**config.mk**
```make
export PLATFORM = sky130hd
export DESIGN_NAME = multithread_register_scoreboard
export DESIGN_NICKNAME = d
export VERILOG_FILES = /design/src/hw/rtl/mrsb_pkg.sv /design/src/hw/rtl/mrsb_table.sv /design/src/hw/rtl/mrsb_seq.sv /design/src/hw/rtl/multithread_register_scoreboard.sv
export SDC_FILE = /design/constraint.sdc
export NUM_CORES = 2
export LEC_CHECK = 0
export BUFFER_PORTS_ARGS = -buffer_cell sky130_fd_sc_hd__buf_4
export CAP_MARGIN = 40
export CORE_ASPECT_RATIO = 1.4
export CORE_MARGIN = 4
export CORE_UTILIZATION = 48
export DETAILED_ROUTE_END_ITERATION = 8
export PLACE_DENSITY = 0.65
export SLEW_MARGIN = 25
export SYNTH_ARGS = -nofsm -noshare
export SYNTH_HDL_FRONTEND = slang
export SYNTH_HIERARCHICAL = 1
export SYNTH_SLANG_ARGS = --single-unit
```
**constraint.sdc**
```tcl
create_clock -name aclk -period 8.75 [get_ports aclk]
set_input_delay 1.3125 -clock aclk [delete_from_list [all_inputs] [get_ports aclk]]
set_output_delay 1.3125 -clock aclk [all_outputs]
set_load 0.005 [all_outputs]
```
**src/hw/rtl/mrsb_pkg.sv**
```systemverilog
// shared types, constants and codes of the multithread register scoreboard
// depends on nothing; the other rtl files but the checker refer to it by scoped names
`default_nettype none

package mrsb_pkg;

    localparam int THREADS       = 8;
    localparam int REGS_PER_FILE = 32;
    localparam int ENTRIES       = THREADS * 2 * REGS_PER_FILE;
    localparam int ADDR_W        = $clog2(ENTRIES);
    localparam int REG_W         = $clog2(REGS_PER_FILE);
    localparam int TYPE_W        = 7;
    localparam int ITEM_W        = 42;
    localparam int S_TDATA_W     = 48;
    localparam int M_TDATA_W     = 8;

    typedef logic [ADDR_W-1:0] addr_t;
    typedef logic [TYPE_W-1:0] utype_t;

    typedef enum logic [1:0] {
        OP_CHECK = 2'd0,
        OP_MARK  = 2'd1,
        OP_CLEAR = 2'd2
    } op_t;

    typedef enum logic [2:0] {
        ENC_R  = 3'd0,
        ENC_R4 = 3'd1,
        ENC_I  = 3'd2,
        ENC_S  = 3'd3,
        ENC_B  = 3'd4,
        ENC_U  = 3'd5,
        ENC_J  = 3'd6
    } enc_t;

    typedef enum logic [2:0] {
        ST_INIT,
        ST_IDLE,
        ST_DISPATCH,
        ST_READ,
        ST_WRITE,
        ST_RESP
    } state_t;

    // packed in tdata order, last field in the lowest bits
    typedef struct packed {
        logic [4:0] clear_count;
        utype_t     unit_type;
        logic [4:0] rs3;
        logic [4:0] rs2;
        logic [4:0] rs1;
        logic [4:0] rd;
        logic       src_is_float;
        logic       dst_is_float;
        logic [2:0] encoding;
        logic [2:0] thread;
        logic [1:0] operation;
    } item_t;

    typedef struct packed {
        logic   wr;
        logic   rd;
        addr_t  addr;
        utype_t wdata;
    } mem_req_t;

    typedef struct packed {
        logic   valid;
        utype_t hazard_type;
    } resp_t;

    function automatic addr_t table_addr(logic [2:0] thr, logic is_float, logic [4:0] regno);
        return addr_t'({thr, is_float, regno});
    endfunction

endpackage

`default_nettype wire

```
**src/hw/rtl/mrsb_table.sv**
```systemverilog
// pending-type table: one synchronous single-port memory, read data registered
// depends on mrsb_pkg
`default_nettype none

module mrsb_table (
    input  wire                 aclk,
    input  mrsb_pkg::mem_req_t  req,
    output mrsb_pkg::utype_t    rdata
);

    mrsb_pkg::utype_t mem [mrsb_pkg::ENTRIES];
    mrsb_pkg::utype_t rdata_reg;

    always_ff @(posedge aclk) begin
        if (req.wr) begin
            mem[req.addr] <= req.wdata;
        end
        if (req.rd) begin
            rdata_reg <= mem[req.addr];
        end
    end

    assign rdata = rdata_reg;

endmodule

`default_nettype wire

```
**src/hw/rtl/mrsb_seq.sv**
```systemverilog
// sequencer: clearing pass, check walk, mark and clear writes over the table
// depends on mrsb_pkg
`default_nettype none

module mrsb_seq (
    input  wire                 aclk,
    input  wire                 aresetn,
    input  wire                 in_valid,
    output logic                in_ready,
    input  mrsb_pkg::item_t     in_item,
    output mrsb_pkg::mem_req_t  mem_req,
    input  mrsb_pkg::utype_t    mem_rdata,
    output mrsb_pkg::resp_t     resp,
    input  wire                 resp_ready
);

    mrsb_pkg::state_t state_reg, state_next;
    mrsb_pkg::item_t  item_reg;
    mrsb_pkg::addr_t  init_reg, init_next;
    logic [2:0]       idx_reg, idx_next;
    logic [4:0]       run_reg, run_next;
    mrsb_pkg::utype_t hazard_reg, hazard_next;

    logic       thread_ok;
    logic [2:0] chk_count;
    logic       slot_file;
    logic [4:0] slot_reg;

    // number of registers a check walks for an encoding
    function automatic logic [2:0] walk_len(logic [2:0] enc);
        logic [2:0] n;
        unique case (enc)
            mrsb_pkg::ENC_R:  n = 3'd3;
            mrsb_pkg::ENC_R4: n = 3'd4;
            mrsb_pkg::ENC_I,
            mrsb_pkg::ENC_S,
            mrsb_pkg::ENC_B:  n = 3'd2;
            mrsb_pkg::ENC_U,
            mrsb_pkg::ENC_J:  n = 3'd1;
            default:          n = 3'd0;
        endcase
        return n;
    endfunction

    // file and register number of one step of the check walk
    always_comb begin
        slot_file = item_reg.dst_is_float;
        slot_reg  = item_reg.rd;
        unique case (item_reg.encoding)
            mrsb_pkg::ENC_S: begin
                if (idx_reg[1:0] == 2'd0) begin
                    slot_reg = item_reg.rs2;
                end else begin
                    slot_file = item_reg.src_is_float;
                    slot_reg  = item_reg.rs1;
                end
            end
            mrsb_pkg::ENC_B: begin
                slot_file = item_reg.src_is_float;
                slot_reg  = (idx_reg[1:0] == 2'd0) ? item_reg.rs1 : item_reg.rs2;
            end
            default: begin
                unique case (idx_reg[1:0])
                    2'd0: slot_reg = item_reg.rd;
                    2'd1: slot_reg = item_reg.rs1;
                    2'd2: slot_reg = item_reg.rs2;
                    2'd3: slot_reg = item_reg.rs3;
                endcase
                if (idx_reg[1:0] != 2'd0) begin
                    slot_file = item_reg.src_is_float;
                end
            end
        endcase
    end

    assign thread_ok = int'(item_reg.thread) < mrsb_pkg::THREADS;
    assign chk_count = walk_len(item_reg.encoding);

    always_ff @(posedge aclk) begin
        if (!aresetn) begin
            state_reg <= mrsb_pkg::ST_INIT;
            init_reg  <= '0;
        end else begin
            state_reg <= state_next;
            init_reg  <= init_next;
        end
    end

    always_ff @(posedge aclk) begin
        if (in_valid && in_ready) begin
            item_reg <= in_item;
        end
        idx_reg    <= idx_next;
        run_reg    <= run_next;
        hazard_reg <= hazard_next;
    end

    always_comb begin
        state_next    = state_reg;
        init_next     = init_reg;
        idx_next      = idx_reg;
        run_next      = run_reg;
        hazard_next   = hazard_reg;
        in_ready      = 1'b0;
        mem_req       = '0;
        resp.valid    = 1'b0;
        resp.hazard_type = hazard_reg;

        unique case (state_reg)
            mrsb_pkg::ST_INIT: begin
                mem_req.wr   = 1'b1;
                mem_req.addr = init_reg;
                init_next    = init_reg + 1'b1;
                if (init_reg == mrsb_pkg::addr_t'(mrsb_pkg::ENTRIES - 1)) begin
                    state_next = mrsb_pkg::ST_IDLE;
                end
            end

            mrsb_pkg::ST_IDLE: begin
                in_ready = 1'b1;
                // walk starts at step zero in dispatch
                idx_next = '0;
                if (in_valid) begin
                    state_next = mrsb_pkg::ST_DISPATCH;
                end
            end

            mrsb_pkg::ST_DISPATCH: begin
                hazard_next = '0;
                idx_next    = 3'd1;
                run_next    = '0;
                state_next  = mrsb_pkg::ST_RESP;
                if (thread_ok) begin
                    priority case (item_reg.operation)
                        mrsb_pkg::OP_CHECK: begin
                            if (chk_count == 3'd0) begin
                                // nothing to walk: clear integer x0
                                mem_req.wr   = 1'b1;
                                mem_req.addr = mrsb_pkg::table_addr(item_reg.thread, 1'b0, 5'd0);
                            end else begin
                                mem_req.rd   = 1'b1;
                                mem_req.addr = mrsb_pkg::table_addr(item_reg.thread, slot_file,
                                                                    slot_reg);
                                state_next   = mrsb_pkg::ST_READ;
                            end
                        end
                        mrsb_pkg::OP_MARK: begin
                            if (item_reg.encoding != mrsb_pkg::ENC_S &&
                                item_reg.encoding != mrsb_pkg::ENC_B) begin
                                mem_req.wr    = 1'b1;
                                mem_req.addr  = mrsb_pkg::table_addr(item_reg.thread,
                                                    item_reg.dst_is_float, item_reg.rd);
                                mem_req.wdata = item_reg.unit_type;
                            end
                        end
                        mrsb_pkg::OP_CLEAR: begin
                            if (!item_reg.dst_is_float) begin
                                mem_req.wr   = 1'b1;
                                mem_req.addr = mrsb_pkg::table_addr(item_reg.thread, 1'b0,
                                                                    item_reg.rd);
                            end else if (item_reg.clear_count != 5'd0) begin
                                state_next = mrsb_pkg::ST_WRITE;
                            end
                        end
                        default: begin
                            state_next = mrsb_pkg::ST_RESP;
                        end
                    endcase
                end
            end

            mrsb_pkg::ST_READ: begin
                // mem_rdata holds the entry of walk step idx_reg - 1
                if (mem_rdata != '0) begin
                    hazard_next = mem_rdata;
                    state_next  = mrsb_pkg::ST_RESP;
                end else if (idx_reg == chk_count) begin
                    mem_req.wr   = 1'b1;
                    mem_req.addr = mrsb_pkg::table_addr(item_reg.thread, 1'b0, 5'd0);
                    state_next   = mrsb_pkg::ST_RESP;
                end else begin
                    mem_req.rd   = 1'b1;
                    mem_req.addr = mrsb_pkg::table_addr(item_reg.thread, slot_file, slot_reg);
                    idx_next     = idx_reg + 3'd1;
                end
            end

            mrsb_pkg::ST_WRITE: begin
                // float run from rd, register numbers wrap
                mem_req.wr   = 1'b1;
                mem_req.addr = mrsb_pkg::table_addr(item_reg.thread, 1'b1,
                                                    item_reg.rd + run_reg);
                run_next     = run_reg + 5'd1;
                if (run_reg == item_reg.clear_count - 5'd1) begin
                    state_next = mrsb_pkg::ST_RESP;
                end
            end

            mrsb_pkg::ST_RESP: begin
                resp.valid = 1'b1;
                if (resp_ready) begin
                    state_next = mrsb_pkg::ST_IDLE;
                end
            end

            default: begin
                state_next = mrsb_pkg::ST_IDLE;
            end
        endcase
    end

endmodule

`default_nettype wire

```
**src/hw/rtl/multithread_register_scoreboard.sv**
```systemverilog
// top level of the multithread register scoreboard: stream ports, output register
// depends on mrsb_pkg, mrsb_table and mrsb_seq
`default_nettype none

// Per-thread pending-write scoreboard for the integer and float register files.
// Each input transaction is a check, a mark or a clear for one hardware thread;
// every transaction returns exactly one result transaction carrying hazard_type
// (the unit type code of the first pending register a check finds, 0 otherwise).
// The table sits in one single-port memory with registered read data and
// takes one access per cycle, so the memory port sets the timing: a check
// reads the registers of its walk in turn, and a float clear of count c
// writes its c entries in turn. One item is worked on at a time; a finished
// result waits in the output register, so the next item is accepted while
// the previous result is still unclaimed. After reset the block sweeps the
// whole table to zero, one entry per cycle (512 entries with eight threads),
// and holds s_tready low until that pass is done.
module multithread_register_scoreboard (
    input  wire                                 aclk,
    input  wire                                 aresetn,
    input  wire                                 s_tvalid,
    output logic                                s_tready,
    // operation[1:0], thread[4:2], encoding[7:5], dst_is_float[8],
    // src_is_float[9], rd[14:10], rs1[19:15], rs2[24:20], rs3[29:25],
    // unit_type[36:30], clear_count[41:37], zero pad[47:42]
    input  wire [mrsb_pkg::S_TDATA_W-1:0]       s_tdata,
    output logic                                m_tvalid,
    input  wire                                 m_tready,
    // hazard_type[6:0], zero pad[7]
    output logic [mrsb_pkg::M_TDATA_W-1:0]      m_tdata
);

    mrsb_pkg::item_t    in_item;
    mrsb_pkg::mem_req_t mem_req;
    mrsb_pkg::utype_t   mem_rdata;
    mrsb_pkg::resp_t    resp;
    logic               resp_ready;

    // output register, parts the result side from the sequencer
    logic               out_valid_reg;
    mrsb_pkg::utype_t   out_data_reg;

    assign in_item = mrsb_pkg::item_t'(s_tdata[mrsb_pkg::ITEM_W-1:0]);

    // the result slot is free when empty or being drained this cycle
    assign resp_ready = !out_valid_reg || m_tready;

    mrsb_seq u_seq (
        .aclk       (aclk),
        .aresetn    (aresetn),
        .in_valid   (s_tvalid),
        .in_ready   (s_tready),
        .in_item    (in_item),
        .mem_req    (mem_req),
        .mem_rdata  (mem_rdata),
        .resp       (resp),
        .resp_ready (resp_ready)
    );

    mrsb_table u_table (
        .aclk  (aclk),
        .req   (mem_req),
        .rdata (mem_rdata)
    );

    always_ff @(posedge aclk) begin
        if (!aresetn) begin
            out_valid_reg <= 1'b0;
        end else if (resp.valid && resp_ready) begin
            out_valid_reg <= 1'b1;
        end else if (m_tready) begin
            out_valid_reg <= 1'b0;
        end
    end

    // payload loads only when a result moves into the slot
    always_ff @(posedge aclk) begin
        if (resp.valid && resp_ready) begin
            out_data_reg <= resp.hazard_type;
        end
    end

    assign m_tvalid = out_valid_reg;
    assign m_tdata  = mrsb_pkg::M_TDATA_W'(out_data_reg);

endmodule

`default_nettype wire

```
==> metrics.md <==
| Metric | Value |
|---|---|
| Largest net degree at the start of global routing | 228 |
| Leakage power | around 49 nW |
| Die area | about 300000 µm² |
| Grt ovf | 0 |
| Setup TNS | 0 ns |
| Max reg flops | about 3600 |
| Status | complete, no violations |
| Drt initial violations | 8897 |
| DRT Pass-1 Iters | 6 |
| Clock Pin Slew Worst Setup and Hold Paths | 0.06 ns |
| CTS root buffer | clkbuf_16 |
| Gate Count Post-Synth | 7059 |
| Asr flop ratio synth | 0 |
| Leading area contributor after synthesis | edfxtp_1 |
| CTS Buf Count | 336 |
| Worst path required time | 9.24 ns |
| Share of layout cells above drive strength 1 | 0.222 |
| Multi-input logic area | roughly 32000 µm² |
| RSZ-0062 raised after global routing | false |
| Std cell rows | 237 |
| Fin nets | 7344 |
| Pin slew with the least headroom to its limit | 1.25 ns |
| Tot Pwr | 37.0 mW |
| Most frequent cells in the layout | edfxtp_1, mux4_2, nor2_1, mux2i_1, clkbuf_16 |
| Seq/Total Area, Yosys | 0.765 |
| Post-DP Area | 150000 µm² |
| Worst hold-check path type | register to register |
| Slew headroom | 0.164 |
| Final instance area | 161000 µm² |
| GPL Wtd Cong | 0.933 |
| Worst-Skew Late Latency | 0.90 ns |
| Post-synth EDFFs | 3655 |
| Dpl ws | between 1 and 1.5 ns |
| MaxCap Viol Count | 0 |
| Hold slack final | 0.413 ns |
| Clk sinks | 3668 |
| CP Launch Type | register |
| Tot GR Track Use | 0.245 |
| Htree depth | 5 |
| Critical path fanouts, max | 32 |
| CTS tree | yes |
| Ys flop type | edfxtp_1 |
| Data arrival, critical path | just over 8 ns |
| Worst vdd ir | 0.180 mV |
| Register area | around 110000 µm² |
| Final hold violations | 0 |
| Hold_buf cts | 0 |
| Pwr per Cell Area | 230 nW/µm² |
| Vias per inst | 6.30 |
| Mapped Nets | 7125 |
| Post-Syn Area | ~140000 µm² |
| Number of port buffers | 54 |
| Core area | 298000 µm² |
| CTS resizes | 0 |
| Die W | roughly 470 µm |
| Netlist cell types | 92 |
| Avg Cell Area, Syn | between 20 and 25 µm² |
| Filler cell count | roughly 23000 |
| Routed WL | 384 mm |
| Area growth, synth to finish | 11.7% |
| HPWL after DPL | 245 mm |
| Top cell type's share of synthesized area | 0.763 |
| Achievable Freq | 132 MHz |
| Vias in the first global route | roughly 73000 |
| Period Utilization, post-route | 0.869 |
| WS Path Type | register to register |
| Synthesized flop and latch total | approximately 3700 |
| Worst setup margin | 1.15 ns |
| Longest Clk Path Bufs | 4 |
| Area contributors post-synth | edfxtp_1, mux4_2, mux2i_1 |
| Min cycle time layout | between 7 and 8 ns |
| Top Ports | 62 |
| Commonest non-fill, non-tap cell in the layout | edfxtp_1 |
| Post-CTS Setup Bufs | 0 |
| Clock Skews | between 0.05 and 0.06 ns |
| Crit. End Element | register |
| DR WL/cell | 33.4 µm |
| Via count | 72403 |
| Initial antenna violation count | 17 |
| Final Max Slew Viols | 0 |
| Initial Util | 0.483 |
| Post-route ant nets | 0 |
| Final number of setup-violating endpoints | 0 |
| Drc violations | 0 |
| First-pass GRT wire length | 548 mm |
| Die height | 656 µm |
| Synth warnings | 6 |
-- final timing paths --
kind / cells past startpoint / startpoint / endpoint / slack (ns)
max: 15 / u_seq/state_reg[0]$_SDFFE_PN0P_ / u_table/rdata[6]$_DFFE_PP_ / 1.15
min: 0 / u_seq/hazard_reg[4]$_SDFFCE_PN0P_ / out_data_reg[4]$_DFFE_PP_ / 0.41
max reg2reg: 15 / u_seq/state_reg[0]$_SDFFE_PN0P_ / u_table/rdata[6]$_DFFE_PP_ / 1.15
min reg2reg: 0 / u_seq/hazard_reg[4]$_SDFFCE_PN0P_ / out_data_reg[4]$_DFFE_PP_ / 0.41
-- layout make-up --
class / instances / area share
well taps: 3943 / 0.0307
multi-input cells: 2916 / 0.197
inverters: 26 / 0.000669
flip-flops and latches: 3668 / 0.684
diodes: 12 / 0.000187
clock inverters: 196 / 0.0108
repair buffers: 330 / 0.0211
clock buffers: 406 / 0.0553
-- cell families (layout without fill, tap and decap cells) --
logic type / count (synthesis) / after routing / synth area share
adder cells (fa/ha/maj): 14 / 14 / 0.00127
other: 1 / 13 / 0.0000261
AO/OA/AOI/OAI: 611 / 611 / 0.0295
AND/OR/NAND/NOR: 1069 / 1069 / 0.0340
multiplexers: 1200 / 1200 / 0.151
buffers and inverters: 475 / 958 / 0.0179
flip-flops: 3668 / 3668 / 0.765
XOR/XNOR: 21 / 21 / 0.00128
-- synth_stat cells, drive strengths merged, types with 6 or more instances --
cell type and n:
a2111oi 9, a211o 12, a211oi 34, a21oi 82
a221oi 38, a222oi 6, a22o 13, a22oi 66
a31oi 39, a32o 9, a32oi 11, and2 34
and3 24, and3b 8, buf 261, clkbuf 188
dfxtp 13, edfxtp 3655, ha 13, inv 25
mux2 20, mux2i 402, mux4 778, nand2 133
nand2b 13, nand3 82, nand4 53, nor2 594
nor2b 32, nor3 28, nor3b 9, nor4 19
o211ai 21, o21ai 72, o221ai 7, o22ai 139
o32ai 8, or4 6, xnor2 16
-- critical path, cell delays in order, from the launching register on --
cell,delay [ns]
dfxtp_1,0.64
and3b_1,0.45
nand3_1,0.36
nor4_4,0.59
nor2_4,0.15
a211oi_1,0.31
a221o_4,0.56
buf_12,0.28
buf_12,0.32
mux4_2,0.69
a31oi_1,0.32
nand3_1,0.14
a31oi_1,0.59
o2111ai_1,0.48
nor4_1,0.88
nand3_1,0.38
-- where the power goes --
group | total (mW) | leakage (nW) | switching (mW) | internal, mW
registers | 19.1 | 33.3 | 0.0232 | 19.1
logic | 3.47 | 10.7 | 2.11 | 1.36
clock network | 14.4 | 5.20 | 6.35 | 8.05
-- metrics by stage --
step,util,cells
floorplan,-,7059
global placement,0.501,10831
detailed placement,0.503,10872
CTS,0.538,11474
global route,0.539,11492
finish,0.539,11497
-- metal layers --
metal,part of all wire,vias up,GRT usage
met5,0.000060,-,0
met4,0.071,4,0.145
met3,0.079,916,0.0414
met2,0.50,3536,0.413
met1,0.35,38317,0.299
li1,-,29630,-
Power figures use the tool's default switching activity.
